## src/hw/rtl/babystep_pulse_burst_generator_assert.svh

```systemverilog
// ---------------------------------------------------------------------------
// assertion macros for the step and direction pulse generator
// concurrent checks that compile away when SYNTHESIS is defined
// ---------------------------------------------------------------------------
`ifndef BABYSTEP_PULSE_BURST_GENERATOR_ASSERT_SVH
`define BABYSTEP_PULSE_BURST_GENERATOR_ASSERT_SVH

`ifndef SYNTHESIS

// same-cycle implication
`define BSPBG_ASSERT_IMPL(label, clk, rst_n, ante, cons, msg) \
  label: assert property (@(posedge clk) disable iff (!rst_n) (ante) |-> (cons)) else $error(msg);

// next-cycle implication
`define BSPBG_ASSERT_NEXT(label, clk, rst_n, ante, cons, msg) \
  label: assert property (@(posedge clk) disable iff (!rst_n) (ante) |=> (cons)) else $error(msg);

`else

`define BSPBG_ASSERT_IMPL(label, clk, rst_n, ante, cons, msg)
`define BSPBG_ASSERT_NEXT(label, clk, rst_n, ante, cons, msg)

`endif

`endif

```

## src/hw/rtl/bspbg_pkg.sv

```systemverilog
// ---------------------------------------------------------------------------
// bspbg_pkg
// types and constants shared by the step and direction pulse generator
// ---------------------------------------------------------------------------
`default_nettype none

package bspbg_pkg;

  localparam int OP_W       = 2;
  localparam int COUNT_W    = 16;
  localparam int STEPS_W    = 17;
  localparam int TIMER_W    = 20;
  localparam int PULSE_W    = 20;
  localparam int SETUP_W    = 16;
  localparam int GAP_W      = 20;
  localparam int PHASE_W    = 2;
  localparam int CFG_IDX_W  = 3;
  localparam int CFG_DATA_W = 20;

  // operation codes
  localparam logic [OP_W-1:0] OP_TICK   = 2'd0;
  localparam logic [OP_W-1:0] OP_BURST  = 2'd1;
  localparam logic [OP_W-1:0] OP_SINGLE = 2'd2;

  // sequencer phase codes
  localparam logic [PHASE_W-1:0] PH_IDLE  = 2'd0;
  localparam logic [PHASE_W-1:0] PH_SETUP = 2'd1;
  localparam logic [PHASE_W-1:0] PH_PULSE = 2'd2;
  localparam logic [PHASE_W-1:0] PH_GAP   = 2'd3;

  // register indexes
  localparam logic [CFG_IDX_W-1:0] CFG_ENABLED     = 3'd0;
  localparam logic [CFG_IDX_W-1:0] CFG_STEP_POL    = 3'd1;
  localparam logic [CFG_IDX_W-1:0] CFG_PULSE_TICKS = 3'd2;
  localparam logic [CFG_IDX_W-1:0] CFG_LEAD_TICKS  = 3'd3;
  localparam logic [CFG_IDX_W-1:0] CFG_GAP_TICKS   = 3'd4;

  // register reset values
  localparam logic [PULSE_W-1:0] PULSE_TICKS_RST = 20'd100;
  localparam logic [SETUP_W-1:0] LEAD_TICKS_RST  = 16'd72;
  localparam logic [GAP_W-1:0]   GAP_TICKS_RST   = 20'd18000;

  // 2^16, base for the magnitude of a negative count
  localparam logic [STEPS_W-1:0] NEG_BASE = 17'h10000;

  typedef struct packed {
    logic [OP_W-1:0]           operation;
    logic signed [COUNT_W-1:0] step_count;
    logic                      direction;
  } item_t;

  typedef struct packed {
    logic dir_level;
    logic step_level;
    logic busy_res;
    logic accepted;
  } res_t;

  typedef struct packed {
    logic               enabled;
    logic               step_pol;
    logic [PULSE_W-1:0] pulse_ticks;
    logic [SETUP_W-1:0] lead_ticks;
    logic [GAP_W-1:0]   gap_ticks;
  } cfg_t;

  typedef struct packed {
    logic [PHASE_W-1:0] phase;
    logic [STEPS_W-1:0] steps_left;
    logic               gap_wanted;
  } seq_stat_t;

endpackage

`default_nettype wire

```

## src/hw/rtl/bspbg_if.sv

```systemverilog
// ---------------------------------------------------------------------------
// bspbg channel interfaces
// valid/ready channels for items, results and register writes
// ---------------------------------------------------------------------------
`default_nettype none

interface bspbg_in_if;
  import bspbg_pkg::*;
  logic                      valid;
  logic                      ready;
  logic [OP_W-1:0]           operation;
  logic signed [COUNT_W-1:0] step_count;
  logic                      direction;
  modport source (output valid, output operation, output step_count, output direction,
                  input ready);
  modport sink (input valid, input operation, input step_count, input direction,
                output ready);
endinterface

interface bspbg_out_if;
  logic valid;
  logic ready;
  logic dir_level;
  logic step_level;
  logic busy_res;
  logic accepted;
  modport source (output valid, output dir_level, output step_level, output busy_res,
                  output accepted, input ready);
  modport sink (input valid, input dir_level, input step_level, input busy_res,
                input accepted, output ready);
endinterface

interface bspbg_cfg_if;
  import bspbg_pkg::*;
  logic                  valid;
  logic                  ready;
  logic [CFG_IDX_W-1:0]  idx;
  logic [CFG_DATA_W-1:0] data;
  modport source (output valid, output idx, output data, input ready);
  modport sink (input valid, input idx, input data, output ready);
endinterface

`default_nettype wire

```

## src/hw/rtl/bspbg_seq.sv

```systemverilog
// ---------------------------------------------------------------------------
// bspbg_seq
// step sequencer: phase, timer and step count, one item per go strobe
// ---------------------------------------------------------------------------
`default_nettype none

module bspbg_seq (
  input  wire                    clk,
  input  wire                    rst_n,
  input  wire                    go,
  input  bspbg_pkg::item_t       item,
  input  bspbg_pkg::cfg_t        cfg,
  output bspbg_pkg::res_t        res,
  output bspbg_pkg::seq_stat_t   stat
);
  import bspbg_pkg::*;

  logic [PHASE_W-1:0] phase_r, phase_nxt;
  logic [STEPS_W-1:0] steps_left_r, steps_left_nxt;
  logic [TIMER_W-1:0] timer_r, timer_nxt;
  logic               dir_out_r, dir_out_nxt;
  logic               gap_wanted_r, gap_wanted_nxt;
  logic               acc;

  logic               timer_end;
  logic [TIMER_W-1:0] timer_step;
  logic               can_start;
  logic               neg;
  logic [STEPS_W-1:0] raw_ext;
  logic [STEPS_W-1:0] mag;
  logic [TIMER_W-1:0] setup_load;

  assign timer_end  = (timer_r[TIMER_W-1:1] == '0);
  assign timer_step = timer_end ? '0 : timer_r - TIMER_W'(1);
  assign can_start  = cfg.enabled && (phase_r == PH_IDLE);
  assign neg        = item.step_count[COUNT_W-1];
  assign raw_ext    = {1'b0, item.step_count};
  // most negative count comes out as 2^15 steps
  assign mag        = neg ? (NEG_BASE - raw_ext) : raw_ext;
  assign setup_load = TIMER_W'(cfg.lead_ticks);

  always_comb begin
    phase_nxt      = phase_r;
    steps_left_nxt = steps_left_r;
    timer_nxt      = timer_r;
    dir_out_nxt    = dir_out_r;
    gap_wanted_nxt = gap_wanted_r;
    acc            = 1'b0;
    case (item.operation)
      OP_TICK: begin
        case (phase_r)
          PH_SETUP: begin
            timer_nxt = timer_step;
            if (timer_end) begin
              phase_nxt = PH_PULSE;
              timer_nxt = cfg.pulse_ticks;
            end
          end
          PH_PULSE: begin
            timer_nxt = timer_step;
            if (timer_end) begin
              steps_left_nxt = steps_left_r - STEPS_W'(1);
              if (gap_wanted_r) begin
                phase_nxt = PH_GAP;
                timer_nxt = cfg.gap_ticks;
              end else begin
                phase_nxt = PH_IDLE;
              end
            end
          end
          PH_GAP: begin
            timer_nxt = timer_step;
            if (timer_end) begin
              if (steps_left_r != '0) begin
                phase_nxt = PH_SETUP;
                timer_nxt = setup_load;
              end else begin
                phase_nxt = PH_IDLE;
              end
            end
          end
          default: begin
          end
        endcase
      end
      OP_BURST: begin
        if (can_start) begin
          acc = 1'b1;
          if (mag != '0) begin
            dir_out_nxt    = item.direction ^ neg;
            steps_left_nxt = mag;
            gap_wanted_nxt = 1'b1;
            phase_nxt      = PH_SETUP;
            timer_nxt      = setup_load;
          end
        end
      end
      OP_SINGLE: begin
        if (can_start) begin
          acc            = 1'b1;
          dir_out_nxt    = item.direction;
          steps_left_nxt = STEPS_W'(1);
          gap_wanted_nxt = 1'b0;
          phase_nxt      = PH_SETUP;
          timer_nxt      = setup_load;
        end
      end
      default: begin
      end
    endcase
  end

  always_ff @(posedge clk) begin
    if (!rst_n) begin
      phase_r      <= PH_IDLE;
      steps_left_r <= '0;
      timer_r      <= '0;
      dir_out_r    <= 1'b0;
      gap_wanted_r <= 1'b0;
    end else if (go) begin
      phase_r      <= phase_nxt;
      steps_left_r <= steps_left_nxt;
      timer_r      <= timer_nxt;
      dir_out_r    <= dir_out_nxt;
      gap_wanted_r <= gap_wanted_nxt;
    end
  end

  // result shows the state after the item
  always_comb begin
    res.dir_level  = dir_out_nxt;
    res.step_level = (phase_nxt == PH_PULSE) ^ cfg.step_pol;
    res.busy_res   = (phase_nxt != PH_IDLE);
    res.accepted   = acc;
  end

  assign stat.phase      = phase_r;
  assign stat.steps_left = steps_left_r;
  assign stat.gap_wanted = gap_wanted_r;

endmodule

`default_nettype wire

```

## src/hw/rtl/babystep_pulse_burst_generator.sv

```systemverilog
// ---------------------------------------------------------------------------
// babystep_pulse_burst_generator
// step and direction pulse generator driven by tick and command items
// ---------------------------------------------------------------------------
// Usage:
//   in_ch carries one item per transfer: a tick (operation 0), a burst
//   command (1, signed step_count, base direction) or a single step (2).
//   out_ch returns exactly one result per item: direction level, step level
//   after polarity, busy flag and whether the command was taken.
//   cfg_ch writes one register per transfer (0 enabled, 1 step polarity,
//   2 pulse ticks, 3 setup lead ticks, 4 gap ticks); it is always ready and
//   is meant to be used while no item is in flight.
//   An item lands in the input register at its transfer edge; the
//   sequencer update moves it on into the result register once that
//   register is free or leaving, and out_ch presents it from there.
//   Throughput is one item per cycle while the receiver does not stall;
//   the sequencer state updates in the same cycle an item moves into
//   the result register.
//   When the receiver stalls, the result register holds and the input
//   register fills; in_ch.ready drops once both are occupied.
//   Synchronous reset returns the sequencer to idle with no steps left and
//   loads the register defaults (disabled, 100 pulse, 72 setup, 18000 gap).
// ---------------------------------------------------------------------------
`default_nettype none

`include "babystep_pulse_burst_generator_assert.svh"

module babystep_pulse_burst_generator (
  input wire          clk,
  input wire          rst_n,
  bspbg_in_if.sink    in_ch,
  bspbg_out_if.source out_ch,
  bspbg_cfg_if.sink   cfg_ch
);
  import bspbg_pkg::*;

  cfg_t      cfg_r;
  item_t     s1_item_r;
  logic      s1_valid_r;
  res_t      out_res_r;
  logic      out_valid_r;
  res_t      seq_res;
  seq_stat_t seq_stat;
  logic      s1_adv;
  logic      in_xfer;
  logic      cfg_xfer;

  // the input register drains whenever the result register is free or leaving
  assign s1_adv   = !out_valid_r || out_ch.ready;
  assign in_ch.ready = !s1_valid_r || s1_adv;
  assign in_xfer  = in_ch.valid && in_ch.ready;
  assign cfg_ch.ready = 1'b1;
  assign cfg_xfer = cfg_ch.valid;

  always_ff @(posedge clk) begin
    if (!rst_n) begin
      cfg_r.enabled     <= 1'b0;
      cfg_r.step_pol    <= 1'b0;
      cfg_r.pulse_ticks <= PULSE_TICKS_RST;
      cfg_r.lead_ticks  <= LEAD_TICKS_RST;
      cfg_r.gap_ticks   <= GAP_TICKS_RST;
    end else if (cfg_xfer) begin
      case (cfg_ch.idx)
        CFG_ENABLED:     cfg_r.enabled     <= cfg_ch.data[0];
        CFG_STEP_POL:    cfg_r.step_pol    <= cfg_ch.data[0];
        CFG_PULSE_TICKS: cfg_r.pulse_ticks <= cfg_ch.data[PULSE_W-1:0];
        CFG_LEAD_TICKS:  cfg_r.lead_ticks  <= cfg_ch.data[SETUP_W-1:0];
        CFG_GAP_TICKS:   cfg_r.gap_ticks   <= cfg_ch.data[GAP_W-1:0];
        default: begin
        end
      endcase
    end
  end

  // input register
  always_ff @(posedge clk) begin
    if (!rst_n) begin
      s1_valid_r <= 1'b0;
    end else if (in_ch.ready) begin
      s1_valid_r <= in_ch.valid;
    end
  end

  always_ff @(posedge clk) begin
    if (in_xfer) begin
      s1_item_r.operation  <= in_ch.operation;
      s1_item_r.step_count <= in_ch.step_count;
      s1_item_r.direction  <= in_ch.direction;
    end
  end

  bspbg_seq u_seq (
    .clk   (clk),
    .rst_n (rst_n),
    .go    (s1_valid_r && s1_adv),
    .item  (s1_item_r),
    .cfg   (cfg_r),
    .res   (seq_res),
    .stat  (seq_stat)
  );

  // result register
  always_ff @(posedge clk) begin
    if (!rst_n) begin
      out_valid_r <= 1'b0;
    end else if (s1_adv) begin
      out_valid_r <= s1_valid_r;
    end
  end

  always_ff @(posedge clk) begin
    if (s1_valid_r && s1_adv) begin
      out_res_r <= seq_res;
    end
  end

  assign out_ch.valid      = out_valid_r;
  assign out_ch.dir_level  = out_res_r.dir_level;
  assign out_ch.step_level = out_res_r.step_level;
  assign out_ch.busy_res   = out_res_r.busy_res;
  assign out_ch.accepted   = out_res_r.accepted;

  `BSPBG_ASSERT_IMPL(a_idle_no_steps, clk, rst_n, seq_stat.phase == PH_IDLE, seq_stat.steps_left == '0, "idle with steps left")
  `BSPBG_ASSERT_IMPL(a_gap_in_burst, clk, rst_n, seq_stat.phase == PH_GAP, seq_stat.gap_wanted, "gap phase outside a burst")
  `BSPBG_ASSERT_IMPL(a_steps_bound, clk, rst_n, 1'b1, seq_stat.steps_left <= NEG_BASE, "step count above burst maximum")
  `BSPBG_ASSERT_NEXT(a_tick_not_taken, clk, rst_n, s1_valid_r && s1_adv && s1_item_r.operation == OP_TICK, !out_res_r.accepted, "tick reported as taken command")

endmodule

`default_nettype wire
```

## src/flat_wrapper.sv

```systemverilog
// flat-port wrapper written by rule: the top's interface ports become plain ports
module babystep_pulse_burst_generator_flat import bspbg_pkg::*;
  (clk, rst_n, in_ch_valid, in_ch_operation, in_ch_step_count, in_ch_direction, in_ch_ready, out_ch_valid, out_ch_dir_level, out_ch_step_level, out_ch_busy_res, out_ch_accepted, out_ch_ready, cfg_ch_valid, cfg_ch_idx, cfg_ch_data, cfg_ch_ready);
  bspbg_in_if in_ch_i ();
  bspbg_out_if out_ch_i ();
  bspbg_cfg_if cfg_ch_i ();
  input wire clk;
  input wire rst_n;
  input wire logic [$bits(in_ch_i.valid)-1:0] in_ch_valid;
  input wire logic [$bits(in_ch_i.operation)-1:0] in_ch_operation;
  input wire logic [$bits(in_ch_i.step_count)-1:0] in_ch_step_count;
  input wire logic [$bits(in_ch_i.direction)-1:0] in_ch_direction;
  output wire logic [$bits(in_ch_i.ready)-1:0] in_ch_ready;
  output wire logic [$bits(out_ch_i.valid)-1:0] out_ch_valid;
  output wire logic [$bits(out_ch_i.dir_level)-1:0] out_ch_dir_level;
  output wire logic [$bits(out_ch_i.step_level)-1:0] out_ch_step_level;
  output wire logic [$bits(out_ch_i.busy_res)-1:0] out_ch_busy_res;
  output wire logic [$bits(out_ch_i.accepted)-1:0] out_ch_accepted;
  input wire logic [$bits(out_ch_i.ready)-1:0] out_ch_ready;
  input wire logic [$bits(cfg_ch_i.valid)-1:0] cfg_ch_valid;
  input wire logic [$bits(cfg_ch_i.idx)-1:0] cfg_ch_idx;
  input wire logic [$bits(cfg_ch_i.data)-1:0] cfg_ch_data;
  output wire logic [$bits(cfg_ch_i.ready)-1:0] cfg_ch_ready;
  assign in_ch_i.valid = in_ch_valid;
  assign in_ch_i.operation = in_ch_operation;
  assign in_ch_i.step_count = in_ch_step_count;
  assign in_ch_i.direction = in_ch_direction;
  assign in_ch_ready = in_ch_i.ready;
  assign out_ch_valid = out_ch_i.valid;
  assign out_ch_dir_level = out_ch_i.dir_level;
  assign out_ch_step_level = out_ch_i.step_level;
  assign out_ch_busy_res = out_ch_i.busy_res;
  assign out_ch_accepted = out_ch_i.accepted;
  assign out_ch_i.ready = out_ch_ready;
  assign cfg_ch_i.valid = cfg_ch_valid;
  assign cfg_ch_i.idx = cfg_ch_idx;
  assign cfg_ch_i.data = cfg_ch_data;
  assign cfg_ch_ready = cfg_ch_i.ready;
  babystep_pulse_burst_generator u_core (.clk(clk), .rst_n(rst_n), .in_ch(in_ch_i), .out_ch(out_ch_i), .cfg_ch(cfg_ch_i));
endmodule
```

## config.mk

```make
export PLATFORM = sky130hd
export DESIGN_NAME = babystep_pulse_burst_generator_flat
export DESIGN_NICKNAME = d
export VERILOG_FILES = /design/src/hw/rtl/bspbg_pkg.sv /design/src/hw/rtl/bspbg_if.sv /design/src/hw/rtl/bspbg_seq.sv /design/src/hw/rtl/babystep_pulse_burst_generator.sv /design/src/flat_wrapper.sv
export VERILOG_INCLUDE_DIRS = /design/src /design/src/hw/rtl
export SDC_FILE = /design/constraint.sdc
export NUM_CORES = 1
export LEC_CHECK = 0
export BUFFER_PORTS_ARGS = -buffer_cell sky130_fd_sc_hd__buf_2
export CAP_MARGIN = 0
export CORE_UTILIZATION = 60
export CTS_BUF_LIST = sky130_fd_sc_hd__clkbuf_4 sky130_fd_sc_hd__clkbuf_8 sky130_fd_sc_hd__clkbuf_16
export DETAILED_ROUTE_END_ITERATION = 16
export PLACE_DENSITY = 0.8
export SYNTH_ARGS = -nofsm -noshare
export SYNTH_HDL_FRONTEND = slang
export SYNTH_SLANG_ARGS = --single-unit
```

## constraint.sdc

```tcl
create_clock -name clk -period 3.7 [get_ports clk]
set_clock_uncertainty 0.05 [all_clocks]
set_input_delay 0.37 -clock clk [delete_from_list [all_inputs] [get_ports clk]]
set_output_delay 0.37 -clock clk [all_outputs]
set_load 0.02 [all_outputs]
```

# Word-level counts from Yosys, hierarchy flattened
# Cells that the tools add are included.
# classes
addsub	3
n_eq_ne	16
n_mux	37
bitwise	2
n_reduce_logical	25
# op_table
op	count
20-bit 2-to-1 mux	9
20-bit case mux with 3 select lines	2
17-bit 2-to-1 mux	6
17-bit case mux with 3 select lines	1
17-bit nonzero test	2
20-bit by 1-bit subtractor with 20-bit output (second input constant)	1
19-bit zero test	1
17-bit by 1-bit subtractor with 17-bit output (second input constant)	1
17-bit by 16-bit subtractor with 17-bit output (first input constant)	1
2-bit 2-to-1 mux	7
2-bit case mux with 3 select lines	2
2-bit AND reduction	5
2-bit == test (second input constant)	4
1-bit 2-to-1 mux	8
2-bit != test (second input constant)	4
7-bit AND reduction	1
3-bit by 2-bit == test with 1-bit output (second input constant)	2
6-bit AND reduction	1
5-bit AND reduction	1
2-bit by 1-bit == test with 1-bit output (second input constant)	2
2-bit zero test	2
4-bit by 2-bit != test with 1-bit output (second input constant)	1
1-bit case mux with 2 select lines	2
2-bit nonzero test	2
10 further kinds	15
# word_totals
register_bits	124
in_bits	47
output_inout_bits	7
word_cells	102

# Depth between registers and ports, before layout
# depth
depth_word	8
depth_mapped	11
mapped_depth_nobuf	9

# By module
# From an unflattened synthesis, not the netlist that was laid out.
# unflattened
hier_cells	845
hier_area_um2	7275.7
# by_module_without_submodules
mod	instances	cells_per_inst	area_each_um2	seq_area_each_um2
bspbg_seq	1	587	4212.8	820.8
babystep_pulse_burst_generator	1	258	3062.9	1891.8

# Worst setup path before layout
# No wires, ideal clock.
# synth_timing
path_kind	register to register
start	reg u_core.s1_item_r[6] (netlist bit)
end	reg u_core.u_seq.timer_r[7]
setup_ns	0.142
arrival_ns	2.675
t_required_ns	3.508
path_slack_ns	0.833
path_stages_with_launch	10
n_path_buf	2
period_less_slack_ns	2.867
path_cell_list	edfxtp_1 buf_6 or4_4 or4_1 a211oi_1 o2111a_2 nand4_1 buf_2 a21oi_1 a211oi_2
# synth_between
elab_chain_len	5
# synth_lines
item	line_no	rtl
start: declaration	babystep_pulse_burst_generator.sv:38	item_t s1_item_r;
17-bit by 16-bit subtractor with 17-bit output	bspbg_seq.sv:39	assign mag = neg ? (NEG_BASE - raw_ext) : raw_ext;
17-bit 2-to-1 mux (*)	bspbg_seq.sv:39	
17-bit nonzero test (*)	bspbg_seq.sv:89	if (mag != '0) begin
2-bit != test (no source line) (*)	--	
6-bit AND reduction (no source line) (*)	--	
end signal: assignment	bspbg_seq.sv:123	timer_r <= timer_nxt;
end: declaration	bspbg_seq.sv:20	logic [TIMER_W-1:0] timer_r, timer_nxt;
# Every way passes the cells marked *; elsewhere a longest branch is shown, timed or not.
# A chain may end at the register's enable or synchronous reset.

# Worst setup path after layout
# layout_timing
start	reg u_core.s1_item_r[6] (netlist bit)
end	reg u_core.u_seq.timer_r[0]
# Same word-level chain as after synthesis.

==> impl_metrics.ini <==
[grt]
overflow = 0
grt_pass1_wl_um = 32300
grt_max_degree = 53
track_usage_pct = 36.1
grt_antenna_before_repair = 0
grt_pass1_vias = 6325

[setup_path]
crit_path_end_kind = flip-flop
r2r_slack_ps = 130
r2r_start = u_core.s1_item_r[6]
critPathMaxFanout = 22
cp.required_ps = 4090
rr_worst_depth = 7
crit_arrival_ps = 3970
worstSetupStartpointType = flip-flop
crit_type = reg -> reg
r2r_end = u_core.u_seq.timer_r[0]

[drt]
drtAntennaViolNets = 0
wl_per_cell_um = 19.3
wirelength_um = 19900
viasPerCell = 6.66
drtIter0Drc = 796
route.detailed.drc = 0
num_vias = 6859
first_pass_iters = 6

[cells_and_area]
layout.nets = 932
postLayoutCellArea_sq_um = 7740
n_antenna_cell = 0
drive_gt1_share_pct = 13.8
synthToLayoutAreaGrowth_pct = 15.2

[hold_path]
hold_depth = 3
whs_endpoint = u_core.cfg_r[23]
hold_start = cfg_ch_data[3]
min_path_type = in -> reg

[synthesis]
synthCells = 834
synth_top_area_cell = dfxtp_1
yosysMostFrequentCell = nand2_1
synthesis.nets = 889
netlist_area_sq_um = 6720
ys_seq_area_share_pct = 40.4
yosys_most_used_dff = dfxtp_1
synth_edf_count = 23
syn_avg_cell_area_sq_um = 8.05
synth_common_cells = nand2_1 (143), a21oi_1 (116), dfxtp_1 (101), clkbuf_1 (50), nor2_1 (49)
yosys-top-cells-area = dfxtp_1 (30%), edfxtp_1 (10%), a21oi_1 (8.6%), nand2_1 (8.0%), clkbuf_1 (2.8%)
ys_seq_elements = 124
yosysWarnings = 0
netlist.area_leader.share_pct = 30.1
synth_cell_type_count = 66
synthArstFlopShare_pct = 0

[sta]
tns_ps = 0
hold_viol_final = 0
fin_crit_sh_pct = 96.5
setup_viol = 0
maxSlewHeadroom_pct = 33.8
rsz0062_at_grt = no
tightestPinTransition_ps = 990
fmax_ghz = 0.280
min_period_ps = 3570
slew_viol_final = 0

[clock_tree]
cts_tree = done
numCtsBuffers = 17
cts_htree_levels = 4
clockRootBuffer = clkbuf_8
clk_pin_slew_worst_paths_ps = 60
cts_max_path_buffers = 2
clk_latency_ps = 550
cts_sinks = 124

[power_and_ir_drop]
pwr_density_cell_nw_per_um2 = 484
vdd.ir_drop.worst_mv = 0.418
p_leak_uw = 0.00281

[die]
rows = 38
die_area_sq_um = 11600
die_h_um = 108
start_util_pct = 61.7
ios = 54
core_sq_um = 10900
die_x_um = 108

[placed_design]
place_area_sq_um = 6990
place.gp.congestion = 0.901
port-buffer-count = 52
post-dp-hpwl_um = 12300

[flow_run]
maxCapViolCount = 0

[run_status]
outcome = finished, final reports clean
[registers in the layout, indices dropped and copies added (netlist names)]
name and flops:
u_core.out_ch.valid 1, u_core.out_ch.dir_level 1, u_core.u_seq.phase_r 2, u_core.u_seq.gap_wanted_r 1
u_core.out_ch.step_level 1, u_core.cfg_r 58, u_core.s1_valid_r 1, u_core.u_seq.steps_left_r 17
u_core.u_seq.dir_out_r 1, u_core.out_ch.accepted 1, u_core.u_seq.timer_r 20, u_core.s1_item_r 19
u_core.out_ch.busy_res 1
[worst max-delay path, stage by stage (launching register included)]
cell and delay, ps:
edfxtp_1 510, or4_4 680, or4_1 530, a211oi_1 400
o2111a_2 310, and4_4 400, nor2_2 240, a211oi_1 310
[layer usage]
metal	GRT usage (%)	share of wire [%]	up-vias	wire length (um)
met2	54.6	46	359	9050
met5	0	0	-	0
met4	12.0	1.5	0	302
met3	9.02	9.1	41	1800
li1	-	-	3157	-
met1	50.1	44	3302	8720
[final cells by class]
type                       instances  area [sq um]
multi-input combinational        630          3670
timing repair buffer              86           566
clock inverter                    12          90.1
clock buffer                      20           460
sequential                       124          2710
fill                             811          3150
tap                              140           175
inverter                          18          67.6
[kinds of logic (layout without fill, tap and decap cells)]
family	count (synthesis)	in the layout	share of synthesized area, %
buffers and inverters	80	136	5.05
DFF	124	124	40.4
and+or+nand+nor	318	318	21.8
other	1	1	0.0558
xor gates and xnor gates	30	30	3.91
AOI/OAI and AO/OA	269	269	26.7
adders and majority gates	8	8	1.49
muxes	4	4	0.615
[per-stage QoR]
| step | instances | setup slack, ps | power, uW | utilization (%) | hold WS, ps |
|---|---|---|---|---|---|
| after floorplan | 834 | 833 | 2000 | - | 386 |
| after global placement | 978 | 392 | 2170 | 64.2 | 393 |
| after detailed placement | 978 | 308 | 2190 | 64.2 | 398 |
| after CTS | 1030 | 195 | 3720 | 71.1 | 9.11 |
| after global routing | 1030 | 22.2 | 3900 | 71.1 | 22.4 |
| final | 1030 | 128 | 3750 | 71.1 | 10.5 |
[where the power goes]
part           switching, uW  total (uW)  internal, uW
clock network            649        1540           890
logic                    458         727           269
registers               54.4        1480          1430
total                   1160        3750          2590
[repair_timing]
| item | CTS | global route |
|---|---|---|
| hold buffers | 20 | 0 |
| gates resized for setup | 0 | 1 |
| setup endpoints to repair | 0 | 5 |
| endpoints found under the hold margin | 20 | 0 |
| setup buffers | 0 | 0 |
[placed cells by master (no fill, tap or decap), types with 4 or more instances in the layout]
| master | instances |
|---|---|
| a211oi_2 | 11 |
| nand4_1 | 7 |
| a211o_1 | 4 |
| nor4_1 | 14 |
| nand2_1 | 143 |
| clkbuf_16 | 17 |
| buf_2 | 52 |
| dfxtp_1 | 101 |
| clkinv_4 | 4 |
| ha_1 | 8 |
| clkinvlp_4 | 4 |
| a21oi_1 | 116 |
| or4_1 | 7 |
| xor2_1 | 14 |
| a211oi_1 | 22 |
| inv_1 | 16 |
| and3_1 | 4 |
| a221oi_1 | 17 |
| nor2_1 | 49 |
| o41ai_1 | 6 |
| edfxtp_1 | 23 |
| nand3_1 | 35 |
| and2_1 | 5 |
| a31oi_1 | 7 |
| nand2b_1 | 7 |
| nor3_1 | 25 |
| buf_4 | 14 |
| dlygate4sd3_1 | 20 |
| a311oi_1 | 4 |
| or3_1 | 7 |
| o22ai_1 | 8 |
| xnor2_1 | 16 |
| o31ai_1 | 19 |
| o21ai_0 | 20 |
[how the worst max path moves through the flow]
stage | to | start | cells after the start | slack (ps)
after global placement | u_core.u_seq.timer_r[19] | u_core.s1_item_r[6] | 7 | 390
after global routing | u_core.u_seq.timer_r[0] | u_core.s1_item_r[6] | 7 | 20
final | u_core.u_seq.timer_r[0] | u_core.s1_item_r[6] | 7 | 130
after floorplan | u_core.u_seq.timer_r[7] | u_core.s1_item_r[6] | 9 | 830
after CTS | u_core.u_seq.timer_r[0] | u_core.s1_item_r[6] | 7 | 190
after detailed placement | u_core.u_seq.timer_r[1] | u_core.s1_item_r[10] | 7 | 310
Power figures use the tool's default switching activity.
